## src/rtl/scmlerp_pkg.sv

```systemverilog
// Shared types, register indexes and palette stops for the colormap pipeline.
// No dependencies; imported by sequential_colormap_lerp_top.
`default_nettype none

package scmlerp_pkg;

  // Palette geometry and fixed-point format
  localparam int unsigned NUM_STOPS = 5;
  localparam int unsigned FRAC_BITS = 16;
  localparam int unsigned CFG_WIDTH = 32;
  localparam logic [7:0]  ALPHA_OPAQUE = 8'd255;

  // Configuration register indexes
  typedef enum logic [1:0] {
    REG_RANGE_LOW      = 2'd0,
    REG_RANGE_HIGH     = 2'd1,
    REG_PALETTE_SELECT = 2'd2,
    REG_MISSING_RGBA   = 2'd3
  } cfg_reg_t;

  // Palette codes
  typedef enum logic [1:0] {
    PAL_VIRIDIS = 2'd0,
    PAL_CIVIDIS = 2'd1,
    PAL_PLASMA  = 2'd2,
    PAL_TURBO   = 2'd3
  } palette_t;

  // How the normalised position is produced for one item
  typedef enum logic [1:0] {
    MODE_LOW  = 2'd0,   // sample at or below the low end
    MODE_HIGH = 2'd1,   // sample at or above the high end
    MODE_DIV  = 2'd2    // strictly inside: quotient from the divider
  } norm_mode_t;

  typedef logic [2:0]      stop_idx_t;
  typedef logic [2:0][7:0] rgb_t;   // [2] red, [1] green, [0] blue

  // Stop colour lookup, {red, green, blue}
  function automatic rgb_t palette_color(input palette_t pal, input stop_idx_t stop);
    rgb_t c;
    c = '0;
    case ({pal, stop})
      {PAL_VIRIDIS, 3'd0}: c = {8'd68,  8'd1,   8'd84};
      {PAL_VIRIDIS, 3'd1}: c = {8'd59,  8'd82,  8'd139};
      {PAL_VIRIDIS, 3'd2}: c = {8'd33,  8'd145, 8'd140};
      {PAL_VIRIDIS, 3'd3}: c = {8'd94,  8'd201, 8'd98};
      {PAL_VIRIDIS, 3'd4}: c = {8'd253, 8'd231, 8'd37};
      {PAL_CIVIDIS, 3'd0}: c = {8'd0,   8'd34,  8'd78};
      {PAL_CIVIDIS, 3'd1}: c = {8'd66,  8'd64,  8'd134};
      {PAL_CIVIDIS, 3'd2}: c = {8'd122, 8'd123, 8'd120};
      {PAL_CIVIDIS, 3'd3}: c = {8'd188, 8'd174, 8'd108};
      {PAL_CIVIDIS, 3'd4}: c = {8'd254, 8'd232, 8'd56};
      {PAL_PLASMA,  3'd0}: c = {8'd13,  8'd8,   8'd135};
      {PAL_PLASMA,  3'd1}: c = {8'd126, 8'd3,   8'd168};
      {PAL_PLASMA,  3'd2}: c = {8'd204, 8'd71,  8'd120};
      {PAL_PLASMA,  3'd3}: c = {8'd248, 8'd148, 8'd65};
      {PAL_PLASMA,  3'd4}: c = {8'd240, 8'd249, 8'd33};
      {PAL_TURBO,   3'd0}: c = {8'd48,  8'd18,  8'd59};
      {PAL_TURBO,   3'd1}: c = {8'd70,  8'd107, 8'd227};
      {PAL_TURBO,   3'd2}: c = {8'd26,  8'd228, 8'd182};
      {PAL_TURBO,   3'd3}: c = {8'd249, 8'd231, 8'd33};
      {PAL_TURBO,   3'd4}: c = {8'd234, 8'd42,  8'd20};
      default:             c = '0;
    endcase
    return c;
  endfunction

endpackage

`default_nettype wire

```

## src/rtl/sequential_colormap_lerp_top.sv

```systemverilog
// Colormap pipeline top level: range normalisation, pipelined divider, stop blend.
// Depends on scmlerp_pkg (types, register indexes, palette table).
//
// Usage
//   in_*  : one signed Q16.16 sample per transfer on in_tdata, in_tuser = sample invalid.
//   out_* : one RGBA colour per transfer, red in the lowest byte of out_tdata.
//   cfg_* : register writes (range low/high, palette, missing colour); the user keeps them to idle, not enforced.
// Pipeline: 21 register stages (input register, range compare, 16 quotient stages,
//   stop lookup, multiply, round into the output register). out_tvalid is the valid
//   bit of the output register, and the colour transfers while out_tready is high.
// Throughput: one item per clock; the 16-stage restoring divider takes one quotient
//   bit per stage, so a new item enters every cycle while the output is not stalled.
// Stalls: every stage carries a valid bit and holds while the stage after it is full
//   and not moving; empty stages keep filling, so in_tready stays high until the
//   pipeline is completely full behind a stalled out_tready. Nothing is dropped.
// Reset (rst_n low, synchronous): all valid bits clear, registers return to range
//   0..1.0, viridis and a missing colour of zero.
`default_nettype none

module sequential_colormap_lerp_top #(
  parameter int unsigned SAMPLE_WIDTH = 32
) (
  input  wire                                   clk,
  input  wire                                   rst_n,
  // sample stream
  input  wire                                   in_tvalid,
  output logic                                  in_tready,
  input  wire [((SAMPLE_WIDTH + 7) / 8) * 8 - 1:0] in_tdata,  // [SW-1:0] sample
  input  wire                                   in_tuser,  // [0] sample_invalid
  // colour stream
  output logic                                  out_tvalid,
  input  wire                                   out_tready,
  output logic [31:0]                           out_tdata, // red, green, blue, alpha
  // configuration writes
  input  wire                                   cfg_we,
  input  wire [1:0]                             cfg_index,
  input  wire [scmlerp_pkg::CFG_WIDTH-1:0]      cfg_wdata
);
  import scmlerp_pkg::*;

  localparam int unsigned EW        = (SAMPLE_WIDTH > 32) ? SAMPLE_WIDTH : 32;
  localparam int unsigned DIV_STEPS = FRAC_BITS;
  localparam int unsigned P_PREP    = 1;
  localparam int unsigned P_LUT     = P_PREP + DIV_STEPS + 1;
  localparam int unsigned P_MUL     = P_LUT + 1;
  localparam int unsigned P_OUT     = P_MUL + 1;
  localparam int unsigned NSTG      = P_OUT + 1;

  // ---------------------------------------------------------------------------
  // Configuration registers
  logic signed [31:0] range_low_r;
  logic signed [31:0] range_high_r;
  palette_t           palette_r;
  logic [31:0]        missing_r;

  always_ff @(posedge clk) begin
    if (!rst_n) begin
      range_low_r  <= 32'sd0;
      range_high_r <= 32'sd65536;
      palette_r    <= PAL_VIRIDIS;
      missing_r    <= '0;
    end else if (cfg_we) begin
      case (cfg_reg_t'(cfg_index))
        REG_RANGE_LOW:      range_low_r  <= cfg_wdata[31:0];
        REG_RANGE_HIGH:     range_high_r <= cfg_wdata[31:0];
        REG_PALETTE_SELECT: palette_r    <= palette_t'(cfg_wdata[1:0]);
        REG_MISSING_RGBA:   missing_r    <= cfg_wdata[31:0];
        default: ;
      endcase
    end
  end

  // Effective range: an empty or inverted range falls back to 0..1.0
  logic signed [31:0] lo_eff;
  logic signed [31:0] hi_eff;

  always_comb begin
    if (range_high_r <= range_low_r) begin
      lo_eff = 32'sd0;
      hi_eff = 32'sd65536;
    end else begin
      lo_eff = range_low_r;
      hi_eff = range_high_r;
    end
  end

  // ---------------------------------------------------------------------------
  // Valid bits and per-stage advance
  logic [NSTG-1:0] vld_r;
  logic [NSTG:0]   adv;

  always_comb begin
    adv[NSTG] = out_tready;
    for (int k = NSTG - 1; k >= 0; k--) begin
      adv[k] = !vld_r[k] || adv[k+1];
    end
  end

  always_ff @(posedge clk) begin
    if (!rst_n) begin
      vld_r <= '0;
    end else begin
      if (adv[0]) begin
        vld_r[0] <= in_tvalid;
      end
      for (int k = 1; k < NSTG; k++) begin
        if (adv[k]) begin
          vld_r[k] <= vld_r[k-1];
        end
      end
    end
  end

  assign in_tready  = adv[0];
  assign out_tvalid = vld_r[P_OUT];

  // ---------------------------------------------------------------------------
  // Stage 0: input register
  logic signed [SAMPLE_WIDTH-1:0] samp_r;
  logic                           inv0_r;

  always_ff @(posedge clk) begin
    if (adv[0]) begin
      samp_r <= in_tdata[SAMPLE_WIDTH-1:0];
      inv0_r <= in_tuser;
    end
  end

  // ---------------------------------------------------------------------------
  // Stage 1: compare against the range, form dividend and divisor
  logic signed [EW-1:0] s_ext;
  logic signed [EW-1:0] lo_ext;
  logic signed [EW-1:0] hi_ext;
  logic [EW-1:0]        diff_full;
  norm_mode_t           mode_nxt;

  always_comb begin
    s_ext     = EW'(samp_r);
    lo_ext    = EW'(lo_eff);
    hi_ext    = EW'(hi_eff);
    diff_full = s_ext - lo_ext;
    if (s_ext <= lo_ext) begin
      mode_nxt = MODE_LOW;
    end else if (s_ext >= hi_ext) begin
      mode_nxt = MODE_HIGH;
    end else begin
      mode_nxt = MODE_DIV;
    end
  end

  // divider chain: index 0 is the prepare stage, index j the j-th quotient stage
  logic [31:0]          rem_r  [DIV_STEPS+1];
  logic [31:0]          span_r [DIV_STEPS+1];
  logic [DIV_STEPS-1:0] quo_r  [DIV_STEPS+1];
  norm_mode_t           mode_r [DIV_STEPS+1];
  logic                 inv_r  [DIV_STEPS+1];

  always_ff @(posedge clk) begin
    if (adv[P_PREP]) begin
      // inside the range the difference is below the span, so 32 bits hold it
      rem_r[0]  <= diff_full[31:0];
      span_r[0] <= 32'(hi_eff - lo_eff);
      quo_r[0]  <= '0;
      mode_r[0] <= mode_nxt;
      inv_r[0]  <= inv0_r;
    end
  end

  // ---------------------------------------------------------------------------
  // Stages 2..17: restoring division, one quotient bit per stage
  for (genvar j = 1; j <= DIV_STEPS; j++) begin : g_div
    logic [32:0] trial;
    logic        take;
    logic [31:0] rem_nxt;

    always_comb begin
      trial   = {rem_r[j-1], 1'b0};
      take    = trial >= {1'b0, span_r[j-1]};
      rem_nxt = take ? 32'(trial - {1'b0, span_r[j-1]}) : trial[31:0];
    end

    always_ff @(posedge clk) begin
      if (adv[P_PREP + j]) begin
        rem_r[j]  <= rem_nxt;
        span_r[j] <= span_r[j-1];
        quo_r[j]  <= {quo_r[j-1][DIV_STEPS-2:0], take};
        mode_r[j] <= mode_r[j-1];
        inv_r[j]  <= inv_r[j-1];
      end
    end
  end

  // ---------------------------------------------------------------------------
  // Stage 18: position, stop selection and palette lookup
  logic [FRAC_BITS:0]   norm;
  stop_idx_t            left_stop;
  stop_idx_t            right_stop;
  logic [FRAC_BITS-1:0] frac_nxt;
  rgb_t                 col_a;
  rgb_t                 col_b;

  always_comb begin
    case (mode_r[DIV_STEPS])
      MODE_LOW:  norm = '0;
      MODE_HIGH: norm = {1'b1, {FRAC_BITS{1'b0}}};
      MODE_DIV:  norm = {1'b0, quo_r[DIV_STEPS]};
      default:   norm = '0;
    endcase
    // position times four: top bits pick the stop, the rest is the blend fraction
    left_stop  = norm[FRAC_BITS:FRAC_BITS-2];
    right_stop = (left_stop == stop_idx_t'(NUM_STOPS - 1)) ? left_stop
                                                           : left_stop + 3'd1;
    frac_nxt   = {norm[FRAC_BITS-3:0], 2'b00};
    col_a      = palette_color(palette_r, left_stop);
    col_b      = palette_color(palette_r, right_stop);
  end

  logic [2:0][7:0]         base_r;
  logic signed [2:0][8:0]  delta_r;
  logic [FRAC_BITS-1:0]    frac_r;
  logic                    inv_lut_r;

  always_ff @(posedge clk) begin
    if (adv[P_LUT]) begin
      for (int c = 0; c < 3; c++) begin
        base_r[c]  <= col_a[c];
        delta_r[c] <= $signed({1'b0, col_b[c]}) - $signed({1'b0, col_a[c]});
      end
      frac_r    <= frac_nxt;
      inv_lut_r <= inv_r[DIV_STEPS];
    end
  end

  // ---------------------------------------------------------------------------
  // Stage 19: fraction times stop difference per channel
  logic [2:0][7:0]          base_m_r;
  logic signed [2:0][25:0]  prod_r;
  logic                     inv_mul_r;

  always_ff @(posedge clk) begin
    if (adv[P_MUL]) begin
      for (int c = 0; c < 3; c++) begin
        prod_r[c] <= 26'($signed({1'b0, frac_r}) * $signed(delta_r[c]));
      end
      base_m_r  <= base_r;
      inv_mul_r <= inv_lut_r;
    end
  end

  // ---------------------------------------------------------------------------
  // Stage 20: add base, round half to even, output register
  logic [2:0][25:0] num;
  logic [2:0][7:0]  chan;

  always_comb begin
    for (int c = 0; c < 3; c++) begin
      num[c] = {2'b00, base_m_r[c], {FRAC_BITS{1'b0}}} + prod_r[c];
      // the blend lies between the two stops, so no carry past 8 bits
      if ((num[c][15:0] > 16'h8000) || (num[c][15:0] == 16'h8000 && num[c][16])) begin
        chan[c] = num[c][23:16] + 8'd1;
      end else begin
        chan[c] = num[c][23:16];
      end
    end
  end

  logic [31:0] rgba_r;

  always_ff @(posedge clk) begin
    if (adv[P_OUT]) begin
      if (inv_mul_r) begin
        rgba_r <= {missing_r[7:0], missing_r[15:8], missing_r[23:16], missing_r[31:24]};
      end else begin
        rgba_r <= {ALPHA_OPAQUE, chan[0], chan[1], chan[2]};
      end
    end
  end

  assign out_tdata = rgba_r;

endmodule

`default_nettype wire
```

## config.mk

```make
export PLATFORM = sky130hd
export DESIGN_NAME = sequential_colormap_lerp_top
export DESIGN_NICKNAME = d
export VERILOG_FILES = /design/src/rtl/scmlerp_pkg.sv /design/src/rtl/sequential_colormap_lerp_top.sv
export SDC_FILE = /design/constraint.sdc
export NUM_CORES = 2
export LEC_CHECK = 0
export BUFFER_PORTS_ARGS = -buffer_cell sky130_fd_sc_hd__buf_2
export CAP_MARGIN = 25
export CORE_AREA = 4 4 635 637
export CTS_CLUSTER_DIAMETER = 80
export DETAILED_ROUTE_END_ITERATION = 7
export DIE_AREA = 0 0 639 641
export SYNTH_ARGS = -nofsm -noshare
export SYNTH_HDL_FRONTEND = slang
export SYNTH_SLANG_ARGS = --single-unit
```

## constraint.sdc

```tcl
create_clock -name clk -period 10.2 [get_ports clk]
set_input_delay 2.04 -clock clk [delete_from_list [all_inputs] [get_ports clk]]
set_output_delay 2.04 -clock clk [all_outputs]
set_load 0.02 [all_outputs]
```

==> results.py <==
metrics = {
    "timing": {
        "grt_setup_unrepaired": "no",
        "fmax_mhz": 119,
        "setup_viol": 0,
        "finalSetupTns_ns": 0,
        "maxSlewHeadroom_pct": 29.2,
        "hold_violations": 0,
        "drv_slew": 0,
        "min_period_ns": 8.40,
        "setup_ws_ns": 1.80,
        "skew_ns": 0.0818,
        "worst_pin_slew_ns": 1.05,
        "post-route-period-util_pct": 82.4,
    },
    "setup_path": {
        "r2r_end": "rem_r[0][31]",
        "critPathMaxFanout": 35,
        "worstReg2RegStart": "range_low_r[9]",
        "start_kind": "input pin",
        "r2r_cells": 22,
        "crit_start": "out_tready",
        "r2r_setup_slack_ns": 3.47,
        "cp.arrival_ns": 6.36,
        "crit_required_ns": 8.16,
        "end_kind": "output pin",
        "path_class": "in -> out",
        "crit_path_end": "in_tready",
    },
    "grt": {
        "grt_pass1_wl_um": 362000,
        "gr-total-overflow": 0,
        "antenna_found_initial": 2,
        "grt_max_degree": 91,
        "grt_pass1_vias": 64679,
        "grt_use_total_pct": 10.9,
    },
    "run": {
        "drv_cap": 0,
    },
    "clock_network": {
        "clockRootBuffer": "clkbuf_16",
        "cts_tree": "yes",
        "clockBufferDepth": 4,
        "cts_setup_buffers": 0,
        "clkTransAtPathRegs_ns": 0.06,
        "clk_latency_ns": 0.85,
        "cts_inserted_buffers": 174,
        "clock_sinks": 1552,
        "postCtsResizedCells": 0,
        "h-tree-depth": 4,
        "hold_buffers": 0,
    },
    "drt": {
        "met1_length_um": 108000,
        "wirelength_um": 230000,
        "wl_met2_um": 105000,
        "wl_per_cell_um": 15.6,
        "top_layer": "met4",
        "detail-route-antenna-nets": 0,
        "wl_met3_um": 9380,
        "post-route-drc-count": 1,
        "vias": 66606,
        "drtIter0Drc": 4439,
        "viasPerCell": 4.50,
        "drtPass1Iterations": 8,
    },
    "cells_and_area": {
        "final_cell_area_um2": 111000,
        "fill_cells": 41205,
        "multi_input_comb_area_um2": 48700,
        "drive_above_1_share_pct": 7.45,
        "area_delta_synth_final_pct": 12.5,
        "register_area_um2": 45400,
        "finalNetCount": 10603,
    },
    "floorplanning": {
        "design.core.area_um2": 398000,
        "start_util_pct": 24.9,
        "ioPinCount": 106,
        "fp.dieH_um": 641,
        "dieArea_um2": 410000,
        "dieWidth_um": 639,
        "rows": 232,
    },
    "synth": {
        "synth_area_leaders": "edfxtp_1, ha_1, fa_1, inv_1, nand2_1",
        "synth_nets": 10494,
        "synthSimpleGateAreaFrac_pct": 11.5,
        "ys.warnings.count": 0,
        "yosysUniqueCellTypes": 102,
        "synth.most_common_cell": "edfxtp_1",
        "synthTopCellsByCount": "edfxtp_1, inv_1, nand2_1",
        "synth_top_area_cell": "edfxtp_1",
        "synth_compound_area_share_pct": 13.7,
        "yosys_register_bits": 1552,
        "synth_edf_count": 1433,
        "syn-mean-instance-area_um2": 10.7,
        "postSynth.asyncResetShare_pct": 0,
        "synthXorXnorAreaFrac_pct": 4.88,
        "synth_fa_ha_area_share_pct": 16.6,
        "synth-main-ff-cell": "edfxtp_1",
        "synth-seq-area-share_pct": 45.9,
        "netlist_area_um2": 99000,
        "synth.mux.area_fraction_pct": 2.44,
        "synth_top_family_by_area": "adder cells",
        "synth_cells": 9279,
        "synth_top_cell_area_share_pct": 43.5,
    },
    "placement": {
        "placed_cell_area_um2": 106000,
        "dp.final_hpwl_um": 176000,
        "dp_slack_ns": 1.68,
        "portBuffers": 105,
        "gp_congestion": 0.853,
    },
    "hold_path": {
        "hold_path.class": "reg -> reg",
        "holdPathStages": 0,
        "hp-start": "base_r[1]",
    },
    "outcome": {
        "status": "finished, violations left",
        "violations": "DRC",
    },
}
[worst min-delay path by stage]
stage          slack [ns]       endpoint
2_1_floorplan        0.40    base_m_r[0]
3_3_place_gp         0.40  mode_r[0][20]
3_5_place_dp         0.40   base_m_r[18]
4_1_cts              0.37    base_m_r[1]
5_1_grt              0.40   mode_r[0][8]
6_report             0.37    base_m_r[1]
[layout by cell type (no fill, tap or decap), types with 28 or more instances in the layout]
cell type / netlist / routed
a21boi_0: 119 / 119
buf_2: 32 / 104
buf_4: 11 / 59
and3_1: 68 / 67
edfxtp_1: 1433 / 1433
or3_1: 38 / 38
nand3_1: 109 / 106
nor4_1: 35 / 35
clkinv_1: 2 / 37
inv_1: 1050 / 1041
a211oi_1: 44 / 44
o21ai_0: 426 / 425
a31oi_1: 56 / 55
nand2b_1: 126 / 126
nand2_1: 909 / 901
and2_1: 202 / 202
o21bai_1: 82 / 82
o211ai_1: 34 / 34
mux2_2: 167 / 167
nor3_1: 122 / 122
nor2_1: 516 / 514
clkbuf_16: 0 / 177
a21oi_1: 666 / 663
ha_1: 865 / 865
xor2_1: 179 / 179
nor2b_1: 109 / 108
dfxtp_1: 119 / 117
o21a_1: 111 / 111
fa_1: 278 / 278
a21o_1: 281 / 281
xnor2_1: 372 / 372
nand4_1: 92 / 92
o31ai_1: 42 / 42
mux2i_1: 28 / 28
[sequential cells by signal (all words and copies together), names as in the netlist, 21 cells and up]
name	flops
rem_r	512
span_r	512
quo_r	136
prod_r	66
mode_r	34
missing_r	32
out_tdata	32
range_high_r	32
range_low_r	32
s_ext	32
delta_r	27
base_m_r	24
base_r	24
vld_r	21
[layer usage]
| metal | up-vias | track usage, % |
|---|---|---|
| li1 | 33037 | - |
| met1 | 31944 | 15.0 |
| met2 | 1297 | 18.0 |
| met3 | 328 | 1.38 |
| met4 | 0 | 3.15 |
| met5 | - | 0 |
[layout make-up]
type	instances	area share, %
clock inverter	98	0.838
clock buffer	209	4.13
timing repair buffer	169	0.978
multi-input combinational	6438	43.8
antenna	2	0.00450
sequential	1552	40.8
tap	5265	5.92
inverter	1053	3.55
[through the flow]
stage | hold WS [ns] | util [%] | cells
after floorplan | 0.400 | - | 9279
after global routing | 0.403 | 28.0 | 14784
after global placement | 0.400 | 26.5 | 14471
after detailed placement | 0.405 | 26.6 | 14473
final | 0.374 | 28.0 | 14786
after CTS | 0.373 | 27.9 | 14780
[critical path, cell delays in order]
cell and delay (ns):
buf_2 0.10, nor2b_1 0.46, inv_1 0.11, buf_4 0.30
nor2_1 0.27, and2_1 0.27, clkinv_2 0.06, buf_4 0.22
nor3_1 0.72, and3_1 0.33, and2_1 0.35, nand3_2 0.68
buf_2 0.41
[cell families (layout without fill, tap and decap cells)]
logic type | Yosys count | count (layout)
compound gates | 2119 | 2119
xor+xnor | 551 | 551
fa+ha+maj | 1143 | 1143
buf+inv | 1289 | 1529
flops | 1552 | 1552
mux | 212 | 212
other cells | 0 | 2
simple gates | 2413 | 2413
Power is not shown: default switching activity piles up to over one toggle a cycle in this logic, so the estimate is an artifact.
